`src/tlb_pkg.sv`:
```
package tlb_pkg;

  localparam int ENTRIES_DEF = 32;
  localparam int PAGE_BITS   = 20;
  localparam int FRAME_BITS  = 20;
  localparam int LFSR_W      = 16;
  localparam logic [LFSR_W-1:0] LFSR_SEED = 16'hACE1;

  localparam int CFG_ADDR_W = 3;
  localparam logic MODE_LRU    = 1'b0;
  localparam logic MODE_RANDOM = 1'b1;
  localparam logic REG_MODE    = 1'b0;

  typedef enum logic [1:0] {
    KIND_LOOKUP = 2'd0,
    KIND_FILL   = 2'd1,
    KIND_INVAL  = 2'd2,
    KIND_FLUSH  = 2'd3
  } kind_t;

  typedef struct packed {
    kind_t                 kind;
    logic [PAGE_BITS-1:0]  vpn;
    logic [FRAME_BITS-1:0] pfn;
  } in_item_t;

  typedef struct packed {
    logic                  hit;
    logic [FRAME_BITS-1:0] frame_out;
    logic                  evicted_valid;
    logic [PAGE_BITS-1:0]  evicted_page;
  } out_item_t;

  typedef enum logic [1:0] {
    ST_IDLE,
    ST_SCAN,
    ST_MOD,
    ST_UPDATE
  } state_t;

  typedef struct packed {
    logic load;
    logic scan;
    logic mod_clr;
    logic mod_step;
    logic update;
  } tlb_cmd_t;

  typedef struct packed {
    logic is_fill;
    logic full;
  } tlb_stat_t;

endpackage

```
`src/tlb_ctrl.sv`:
```
module tlb_ctrl
  import tlb_pkg::*;
(
  input  logic      clk,
  input  logic      rst_n,
  input  logic      start,
  input  logic      mode,
  input  tlb_stat_t stat,
  output logic      busy,
  output logic      out_valid,
  output tlb_cmd_t  cmd
);

  state_t     state_r, state_nxt;
  logic       cnt_r, cnt_nxt;
  logic       out_valid_r;

  always_comb begin
    state_nxt = state_r;
    cnt_nxt   = cnt_r;
    case (state_r)
      ST_IDLE: begin
        if (start) state_nxt = ST_SCAN;
      end
      ST_SCAN: begin
        cnt_nxt = 1'b0;
        if (stat.is_fill && stat.full && (mode == MODE_RANDOM)) state_nxt = ST_MOD;
        else state_nxt = ST_UPDATE;
      end
      ST_MOD: begin
        cnt_nxt = cnt_r + 1'b1;
        if (cnt_r == 1'b1) state_nxt = ST_UPDATE;
      end
      ST_UPDATE: begin
        state_nxt = ST_IDLE;
      end
      default: state_nxt = ST_IDLE;
    endcase
  end

  always_comb begin
    busy         = (state_r != ST_IDLE);
    cmd.load     = (state_r == ST_IDLE) && start;
    cmd.scan     = (state_r == ST_SCAN);
    cmd.mod_clr  = (state_r == ST_SCAN);
    cmd.mod_step = (state_r == ST_MOD);
    cmd.update   = (state_r == ST_UPDATE);
  end

  always_ff @(posedge clk) begin
    if (!rst_n) begin
      state_r     <= ST_IDLE;
      cnt_r       <= 1'b0;
      out_valid_r <= 1'b0;
    end else begin
      state_r     <= state_nxt;
      cnt_r       <= cnt_nxt;
      out_valid_r <= (state_r == ST_UPDATE);
    end
  end

  assign out_valid = out_valid_r;

endmodule

```
`src/tlb_dp.sv`:
```
module tlb_dp
  import tlb_pkg::*;
#(
  parameter int ENTRIES = ENTRIES_DEF
) (
  input  logic       clk,
  input  logic       rst_n,
  input  in_item_t   in_item,
  input  logic       mode,
  input  tlb_cmd_t   cmd,
  output tlb_stat_t  stat,
  output out_item_t  out_item
);

  localparam int IW = (ENTRIES > 1) ? $clog2(ENTRIES) : 1;
  localparam int MOD_SH = LFSR_W + IW;
  localparam int MOD_MUL_I = ((1 << MOD_SH) + ENTRIES - 1) / ENTRIES;
  localparam logic [LFSR_W:0] MOD_MUL = (LFSR_W+1)'(MOD_MUL_I);
  localparam logic [IW-1:0] ENT_LO = IW'(ENTRIES);
  localparam int PW = LFSR_W + MOD_SH;

  in_item_t              item_r;
  logic [ENTRIES-1:0]    valid_r;
  logic [PAGE_BITS-1:0]  page_r  [ENTRIES];
  logic [FRAME_BITS-1:0] frame_r [ENTRIES];
  logic [ENTRIES-1:0]    match_r;
  logic [IW-1:0]         hit_idx_r, inv_idx_r;
  logic                  hit_any_r, inv_any_r;
  logic [IW-1:0]         mod_r, mod_nxt;
  logic [LFSR_W-1:0]     mod_q_r;
  logic [LFSR_W-1:0]     lfsr_r;
  out_item_t             out_r;

  logic [ENTRIES-1:0]    match_c;
  logic [IW-1:0]         hit_idx_c, inv_idx_c;

  always_comb begin
    hit_idx_c = '0;
    inv_idx_c = '0;
    for (int i = ENTRIES - 1; i >= 0; i--) begin
      match_c[i] = valid_r[i] && (page_r[i] == item_r.vpn);
      if (match_c[i]) hit_idx_c = IW'(i);
      if (!valid_r[i]) inv_idx_c = IW'(i);
    end
  end

  // quotient by reciprocal multiply, then remainder from its low bits
  logic [PW-1:0]     mod_prod;
  logic [LFSR_W-1:0] mod_q;
  logic [IW-1:0]     mod_qd;
  always_comb begin
    mod_prod = PW'(lfsr_r) * PW'(MOD_MUL);
    mod_q    = mod_prod[MOD_SH +: LFSR_W];
    mod_qd   = IW'(mod_q_r) * ENT_LO;
    mod_nxt  = lfsr_r[IW-1:0] - mod_qd;
  end

  logic                  is_lookup, is_fill, lru, evict, do_move, do_write;
  logic [IW-1:0]         pos;
  logic [PAGE_BITS-1:0]  wr_page;
  logic [FRAME_BITS-1:0] wr_frame;
  logic                  fb;

  always_comb begin
    is_lookup = (item_r.kind == KIND_LOOKUP);
    is_fill   = (item_r.kind == KIND_FILL);
    lru       = (mode == MODE_LRU);
    evict     = is_fill && !inv_any_r;
    if (is_lookup) pos = hit_idx_r;
    else if (inv_any_r) pos = inv_idx_r;
    else if (lru) pos = IW'(ENTRIES - 1);
    else pos = mod_r;
    do_move  = lru && ((is_lookup && hit_any_r) || is_fill);
    do_write = is_fill;
    wr_page  = is_fill ? item_r.vpn : page_r[pos];
    wr_frame = is_fill ? item_r.pfn : frame_r[pos];
    fb       = lfsr_r[0] ^ lfsr_r[2] ^ lfsr_r[3] ^ lfsr_r[5];
  end

  always_ff @(posedge clk) begin
    if (cmd.load) item_r <= in_item;
    if (cmd.scan) begin
      match_r   <= match_c;
      hit_idx_r <= hit_idx_c;
      inv_idx_r <= inv_idx_c;
      hit_any_r <= |match_c;
      inv_any_r <= ~&valid_r;
    end
    if (cmd.mod_clr) mod_r <= '0;
    else if (cmd.mod_step) begin
      mod_q_r <= mod_q;
      mod_r   <= mod_nxt;
    end
    if (cmd.update) begin
      out_r.hit           <= is_lookup && hit_any_r;
      out_r.frame_out     <= (is_lookup && hit_any_r) ? frame_r[pos] : '0;
      out_r.evicted_valid <= evict;
      out_r.evicted_page  <= evict ? page_r[pos] : '0;
      if (do_move) begin
        page_r[0]  <= wr_page;
        frame_r[0] <= wr_frame;
        for (int i = 1; i < ENTRIES; i++) begin
          if (i <= int'(pos)) begin
            page_r[i]  <= page_r[i-1];
            frame_r[i] <= frame_r[i-1];
          end
        end
      end else if (do_write) begin
        page_r[pos]  <= wr_page;
        frame_r[pos] <= wr_frame;
      end
    end
  end

  always_ff @(posedge clk) begin
    if (!rst_n) begin
      valid_r <= '0;
      lfsr_r  <= LFSR_SEED;
    end else if (cmd.update) begin
      case (item_r.kind)
        KIND_INVAL: valid_r <= valid_r & ~match_r;
        KIND_FLUSH: valid_r <= '0;
        default: begin
          if (do_move) begin
            valid_r[0] <= 1'b1;
            for (int i = 1; i < ENTRIES; i++) begin
              if (i <= int'(pos)) valid_r[i] <= valid_r[i-1];
            end
          end else if (do_write) begin
            valid_r[pos] <= 1'b1;
          end
        end
      endcase
      if (evict && !lru) lfsr_r <= {fb, lfsr_r[LFSR_W-1:1]};
    end
  end

  assign stat.is_fill = (item_r.kind == KIND_FILL);
  assign stat.full    = &valid_r;
  assign out_item     = out_r;

endmodule

```
`src/tlb_lru_random_replace.sv`:
```
// channel | ports                                   | accepted when
// input   | start, busy, in_item                    | start && !busy
// result  | out_valid, out_item                     | out_valid (one cycle)
// config  | psel, penable, pwrite, paddr, pwdata... | psel && penable && pwrite
// An item passes through start, scan and update; a fill that evicts in random
// mode adds the MOD state for the reciprocal-multiply reduction of the LFSR by ENTRIES.
// The result shows in the cycle after the update, when busy is already low.
// Reset: synchronous, active low; all entries invalid, LFSR at its seed.
// The receiver cannot stall; results are never held.
module tlb_lru_random_replace
  import tlb_pkg::*;
#(
  parameter int ENTRIES = ENTRIES_DEF
) (
  input  logic                  clk,
  input  logic                  rst_n,
  input  logic                  start,
  output logic                  busy,
  input  in_item_t              in_item,
  output logic                  out_valid,
  output out_item_t             out_item,
  input  logic                  psel,
  input  logic                  penable,
  input  logic                  pwrite,
  input  logic [CFG_ADDR_W-1:0] paddr,
  input  logic [31:0]           pwdata,
  output logic [31:0]           prdata,
  output logic                  pready
);

  logic      mode_r;
  tlb_cmd_t  cmd;
  tlb_stat_t stat;

  assign pready = 1'b1;
  assign prdata = (paddr[2] == REG_MODE) ? {31'b0, mode_r} : 32'b0;

  always_ff @(posedge clk) begin
    if (!rst_n) begin
      mode_r <= MODE_LRU;
    end else if (psel && penable && pwrite && pready && (paddr[2] == REG_MODE)) begin
      mode_r <= pwdata[0];
    end
  end

  tlb_ctrl u_ctrl (
    .clk       (clk),
    .rst_n     (rst_n),
    .start     (start),
    .mode      (mode_r),
    .stat      (stat),
    .busy      (busy),
    .out_valid (out_valid),
    .cmd       (cmd)
  );

  tlb_dp #(.ENTRIES(ENTRIES)) u_dp (
    .clk      (clk),
    .rst_n    (rst_n),
    .in_item  (in_item),
    .mode     (mode_r),
    .cmd      (cmd),
    .stat     (stat),
    .out_item (out_item)
  );

`ifndef NO_ASSERTIONS
  a_accept_busy: assert property (@(posedge clk) disable iff (!rst_n)
    start && !busy |=> busy) else $error("busy not raised after accept");
  a_out_idle: assert property (@(posedge clk) disable iff (!rst_n)
    out_valid |-> !busy) else $error("result while busy");
  a_hit_ev: assert property (@(posedge clk) disable iff (!rst_n)
    out_valid |-> !(out_item.hit && out_item.evicted_valid)) else $error("hit and evict");
  a_miss_zero: assert property (@(posedge clk) disable iff (!rst_n)
    out_valid && !out_item.hit |-> out_item.frame_out == '0) else $error("frame on miss");
`endif

endmodule
```
`config.mk`:
```
export PLATFORM = sky130hd
export DESIGN_NAME = tlb_lru_random_replace
export DESIGN_NICKNAME = d
export VERILOG_FILES = /design/src/tlb_pkg.sv /design/src/tlb_ctrl.sv /design/src/tlb_dp.sv /design/src/tlb_lru_random_replace.sv
export SDC_FILE = /design/constraint.sdc
export NUM_CORES = 2
export LEC_CHECK = 0
export BUFFER_PORTS_ARGS = -buffer_cell sky130_fd_sc_hd__buf_4
export CORE_MARGIN = 2
export CORE_UTILIZATION = 30
export CTS_BUF_LIST = sky130_fd_sc_hd__clkbuf_16
export DETAILED_ROUTE_END_ITERATION = 8
export PLACE_DENSITY_LB_ADDON = 0.08
export SLEW_MARGIN = 0
export SYNTH_ARGS = -nofsm -noshare
export SYNTH_HDL_FRONTEND = slang
export SYNTH_HIERARCHICAL = 1
export SYNTH_SLANG_ARGS = --single-unit
```
`constraint.sdc`:
```
create_clock -name clk -period 16.4 [get_ports clk]
set_clock_uncertainty 0.2 [all_clocks]
set_input_delay 0.82 -clock clk [delete_from_list [all_inputs] [get_ports clk]]
set_output_delay 0.82 -clock clk [all_outputs]
set_load 0.005 [all_outputs]
```
==> Yosys cells after proc, flatten, opt, wreduce, memory -nomap -nowiden <==
Memory sizes are Yosys's and may differ from the RTL's.
Cells that the tools add are included.
{ "totals": {"output_inout_bits": 77, "n_memories": 2, "latch_bits": 0, "register_bits": 186, "mem_bits_ro": 0, "input_bits": 83, "mem_bits_rw": 1280, "word_cells": 516} }
{ "classes": {"muxes": 246, "reduce_logical": 97, "multipliers": 0, "eq_ne": 71, "magnitude_cmp": 33, "div": 0, "add_sub_neg": 1, "bitwise": 8, "shifts": 0} }
{ "memory_table": {"columns": ["memory", "words", "width", "rd", "rd_ports_with_merged_regs", "wr", "line_no", "text"], "rows": [
  ["u_dp.frame_r", 32, 20, 32, 0, 32, "tlb_dp.sv:25", "logic [FRAME_BITS-1:0] frame_r [ENTRIES];"],
  ["u_dp.page_r", 32, 20, 33, 0, 32, "tlb_dp.sv:24", "logic [PAGE_BITS-1:0] page_r [ENTRIES];"]
]} }
{ "ops": {"columns": ["op", "n"], "rows": [
  ["$eq 20x20->1", 32],
  ["$mux 5", 37],
  ["$mux 1", 169],
  ["$ne 4x4->1 const B", 31],
  ["$reduce_and 3->1", 31],
  ["$le 5x5->1 const A", 16],
  ["$mux 20", 4],
  ["$mux 32", 2],
  ["$mux 4", 16],
  ["$pmux 32 s2", 1],
  ["$logic_and 1x1->1", 43],
  ["$le 4x5->1 const A", 8],
  ["$reduce_or 20->1", 2],
  ["$and 32x32->32", 1],
  ["$not 32->32", 1],
  ["$or 32x32->32", 1],
  ["$reduce_and 32->1", 1],
  ["$reduce_or 32->1", 1],
  ["$mux 3", 8],
  ["$le 3x5->1 const A", 4],
  ["$reduce_and 16->1", 1],
  ["$reduce_or 16->1", 1],
  ["$mux 2", 6],
  ["$le 2x5->1 const A", 2],
  ["other kinds (24)", 37]
]} }

==> Longest topological paths before layout <==
An unclocked memory read counts as a cell.
{ "logic_depth": {"depth_word": 34, "ltp_mapped": 13, "depth_no_buf": 11} }

==> Cells and area by module <==
The synthesis kept the hierarchy.
{ "by_module_without_submodules": {"columns": ["mod", "seq_area_each_um2", "area_per_inst_um2", "cells_per_inst", "instances"], "rows": [
  ["tlb_dp", 43341.6, 81031.5, 6968, 1],
  ["tlb_lru_random_replace", 20.0, 315.3, 40, 1],
  ["tlb_ctrl", 80.1, 271.5, 30, 1]
]} }

==> Worst setup path before layout <==
No wires, ideal clock.
{ "synth_path": {"path_kind": "reg-to-reg", "from": "register u_ctrl.state_r[1]", "to": "memory u_dp.frame_r[11][0] (enable)", "t_arrival_ns": 6.738, "setup_slack_ns": 8.913, "required_ns": 15.652, "synth_period_minus_slack_ns": 7.487, "path_stages_with_launch": 8, "path_buffers": 2, "setup_time_ns": 0.548, "cell_sequence": "dfxtp_1 ha_1 clkbuf_1 nand2_1 nor2_1 buf_2 a21oi_1 o41ai_1"} }
{ "synth_lines": {"columns": ["element", "line_no", "text"], "rows": [
  ["start, declared", "tlb_ctrl.sv:14", "state_t state_r, state_nxt;"],
  ["start signal, assigned", "tlb_ctrl.sv:56", "state_r <= state_nxt;"],
  ["end, declared", "tlb_dp.sv:25", null]
]} }

==> Worst setup path after layout <==
{ "layout_path": {"from": "register u_dp/item_r[41] (netlist name)", "to": "register, netlist name u_dp/out_item[18]"} }
{ "layout_via": {"elab_chain_len": 3, "elab_cells_between_ends": 5, "classes_between": "1 x eq/ne; 1 x mux; 2 x reduce/logical; 1 x memory"} }
{ "layout_lines": {"columns": ["element", "line_no", "text"], "rows": [
  ["start, declared", "tlb_dp.sv:22", "in_item_t item_r;"],
  ["start signal, assigned", "tlb_dp.sv:81", "if (cmd.load) item_r <= in_item;"],
  ["$logic_not 2->1", "tlb_dp.sv:65", "is_lookup = (item_r.kind == KIND_LOOKUP);"],
  ["$mux 5", "tlb_dp.sv:69", "if (is_lookup) pos = hit_idx_r;"],
  ["$mem_v2 32x20", null, null]
]} }
Several ways; a longest one is shown, not always the timed one.
A chain may end at the register's enable or synchronous reset.

==> metrics.log <==
[metrics] Clk Latency, worst-skew pair: 0.87 ns
[metrics] DR DRC count: 0
[metrics] average wire length per cell after detail routing: 33.5 µm
[metrics] top-area cell type share of the netlist area: 51.8%
[metrics] antenna violations before repair: 18
[metrics] synthesized area per cell: 11.6 µm²
[metrics] yosys warns: 6
[metrics] Detailed Route Iter0 Violations: 6,135
[metrics] residual overflow from global routing: 0
[metrics] Pre-Repair DR Iteration Count: 6
[metrics] RSZ-0062 raised after global routing: false
[metrics] Min Hold Slack: 0.0918 ns
[metrics] CTS tree: yes
[metrics] starting utilization of the core area: 30.1%
[metrics] fraction of layout instances using a drive strength above 1: 25.0%
[metrics] Synth Instances: 7,038
[metrics] count of final max-slew check failures: 0
[metrics] clk root buf: sky130_fd_sc_hd__clkbuf_16
[metrics] floorplan die area: 276,000 µm²
[metrics] standard-cell row count: 191
[metrics] half-perimeter wire length of the detailed placement result: 222 mm
[metrics] post-synthesis instance area: 81,600 µm²
[metrics] Post-synth EDFFs: 1,408
[metrics] critical path class: reg -> reg
[metrics] total I/O pin count: 160
[metrics] kind of end point of the critical path: flip-flop
[metrics] maximum achievable frequency: 147 MHz
[metrics] sequence of cells on the critical path: nor2_4 -> a221oi_2 -> a21oi_4 -> buf_4 -> buf_4 -> buf_4 -> nand2_1 -> a31oi_1 -> nand4_1 -> nor3_1 -> a31oi_1 -> nor2_1
[metrics] global-route usage over all layers: 25.2%
[metrics] delay of the slowest cell on the worst path: 0.99 ns
[metrics] global placer's final weighted congestion: 0.847
[metrics] total number of H-tree levels: 4
[metrics] number of failing setup endpoints in the final timing report: 0
[metrics] total clock buffers created by CTS: 189
[metrics] final design area excluding fillers: 92,000 µm²
[metrics] total power divided by cell area: 136 nW/µm²
[metrics] DRT Wirelength: 358 mm
[metrics] Post-Place Cell Area: 85,900 µm²
[metrics] cell with the largest stage delay on the worst path: sky130_fd_sc_hd__nor3_1
[metrics] final hold violation count: 0
[metrics] Total Neg Setup Slack: 0 ns
[metrics] worst slew slack as a fraction of its limit: 4.90%
[metrics] number of max-cap violations: 0
[metrics] min Tclk post-route: 6.78 ns
[metrics] die height: 526 µm
[metrics] final-stage net count: 7,055
[metrics] area growth from synthesis to final layout: 12.7%
[metrics] number of nets with antenna violations after detailed routing: 0
[metrics] largest cells by area after synthesis: sky130_fd_sc_hd__edfxtp_1 (52%), sky130_fd_sc_hd__mux2_2 (15%), sky130_fd_sc_hd__nand2_1 (5.1%), sky130_fd_sc_hd__xnor2_1 (3.9%), sky130_fd_sc_hd__nand3_1 (3.2%)
[metrics] Top FF cell, synth: sky130_fd_sc_hd__edfxtp_1
[metrics] number of global-route vias before repair: 57,500
[metrics] Critical Path AT: 7.17 ns
[metrics] wire length of the first global-routing pass: 491 mm
[metrics] post-synthesis sequential element count: 1,466
[metrics] leakage: 30.7 nW
[metrics] run status: complete, no violations
[metrics] critical path required time: 16.79 ns
[metrics] Final Core Density: 34.0%
[metrics] slew at the pin closest to its max-slew limit: 1.41 ns
[metrics] number of unique standard cell types used by synthesis: 85
[metrics] top cell type by total area after synthesis: sky130_fd_sc_hd__edfxtp_1
[metrics] vias per cell: 5.52
[metrics] Worst path most repeated cell: sky130_fd_sc_hd__buf_4
[metrics] sequential-to-total area share from yosys stat: 53.2%
[metrics] Sink Count: 1,466
[metrics] core region area: 271,000 µm²
[metrics] maximum count of clock buffers along a single path: 4
[metrics] clock input transition at the sequential cells of the worst setup and hold paths: 0.06 ns
[metrics] share of synthesized registers carrying an async set or reset: 0%
[metrics] count of vias placed by the detailed router: 59,000
[metrics] critical-path maximum fanout: 53
[metrics] number of port buffers: 94
[metrics] Die Span X: 526 µm
[metrics] most frequent cells in the layout: sky130_fd_sc_hd__edfxtp_1 (1,408), sky130_fd_sc_hd__nand2_1 (1,104), sky130_fd_sc_hd__mux2_2 (1,078)
[metrics] leading cell type in the layout, fill and taps excluded: sky130_fd_sc_hd__edfxtp_1
[metrics] worst vdd rail ir drop: 0.0993 mV
[metrics] kind of start point of the critical path: flip-flop
[metrics] class of the tightest hold or removal check: in -> reg
[metrics] pin count of the biggest net entering global routing: 132
[metrics] post-route clock period utilization: 41.4%
routing by layer:
| metal | vias up | part of all wire (%) | track usage, % |
|---|---|---|---|
| li1 | 25600 | - | - |
| met1 | 30800 | 44 | 34.5 |
| met2 | 2173 | 46 | 40.8 |
| met3 | 463 | 5.5 | 3.23 |
| met4 | 0 | 3.9 | 8.63 |
| met5 | - | 0 | 0 |
logic make-up (layout without fill, tap and decap cells):
family | Yosys count | count (layout) | synth area share [%]
compound gates | 709 | 709 | 5.38
xor+xnor | 642 | 642 | 6.89
fa+ha+maj | 5 | 5 | 0.0766
buf+inv | 667 | 707 | 4.25
flops | 1466 | 1466 | 53.2
mux | 1251 | 1251 | 17.5
other cells | 2 | 40 | 0.00920
simple gates | 2296 | 2296 | 12.7
synthesized netlist by cell type, types with 58 or more instances:
library cell / n
sky130_fd_sc_hd__o21ai_0: 112
sky130_fd_sc_hd__edfxtp_1: 1408
sky130_fd_sc_hd__mux2_2: 1078
sky130_fd_sc_hd__nand2_1: 1116
sky130_fd_sc_hd__xnor2_1: 368
sky130_fd_sc_hd__a21oi_1: 279
sky130_fd_sc_hd__nor4_1: 85
sky130_fd_sc_hd__clkbuf_1: 238
sky130_fd_sc_hd__mux2i_1: 111
sky130_fd_sc_hd__a31oi_1: 124
sky130_fd_sc_hd__buf_4: 94
sky130_fd_sc_hd__nand3_1: 519
sky130_fd_sc_hd__dfxtp_1: 58
sky130_fd_sc_hd__nor2_1: 264
sky130_fd_sc_hd__buf_2: 243
sky130_fd_sc_hd__nand4_1: 134
sky130_fd_sc_hd__xor2_1: 274
final timing paths:
path              depth (start not counted)       startpoint                 to  slack (ns)
hold / removal                            3           pwrite             mode_r        0.09
hold reg to reg                           2  u_dp/lfsr_r[13]    u_dp/lfsr_r[12]        0.26
setup / recovery                         12  u_dp/item_r[41]  u_dp/out_item[18]        9.62
setup reg to reg                         12  u_dp/item_r[41]  u_dp/out_item[18]        9.62
registers in the layout, summed over array words and instances (netlist names), 2 cells and up:
signal,count
u_dp/hit_idx_r,5
u_dp/valid_r,32
u_dp/item_r,42
u_dp/match_r,32
u_dp/lfsr_r,16
u_dp/out_item,42
u_dp/page_r,640
u_dp/frame_r,640
u_dp/inv_idx_r,5
u_dp/mod_r,5
u_ctrl/state_r,2
timing repair:
item                                   CTS  global route
hold buffers                            43             0
endpoints found under the hold margin   43             0
resized for setup                        0             0
buffers inserted                         0             0
metrics by stage:
step                worst slack [ns]  instances  power (mW)
floorplan                       8.91       7068        6.69
global placement                9.68      10300        8.63
detailed placement              9.68      10300        8.62
CTS                             9.65      10700        12.6
global route                    9.64      10700        12.9
finish                          9.62      10700        12.5
layout make-up:
type                            count  area [µm²]
Fill cell                       27100      179000
Timing Repair Buffer              345        2910
Tap cell                         3570        4470
Multi-Input combinational cell   4935       35400
Inverter                           30         113
Sequential cell                  1466       43400
Clock inverter                    138         726
Antenna cell                        8        20.0
Clock buffer                      194        4850
where the power goes:
group | internal [mW] | switching, mW | total [mW] | leakage, nW
sequential | 4.28 | 0.119 | 4.40 | 13.2
combinational | 1.04 | 3.12 | 4.17 | 14.6
clock | 2.20 | 1.73 | 3.92 | 2.94
total | 7.52 | 4.97 | 12.5 | 30.7
critical path, delay by kind of cell (launching register included):
kind	cells	cell delay, ns
AOI/OAI and AO/OA	4	1.35
buffers and inverters	3	1.74
and+or+nand+nor	5	2.39
DFF	1	0.75
(Power assumes the default switching activity.)
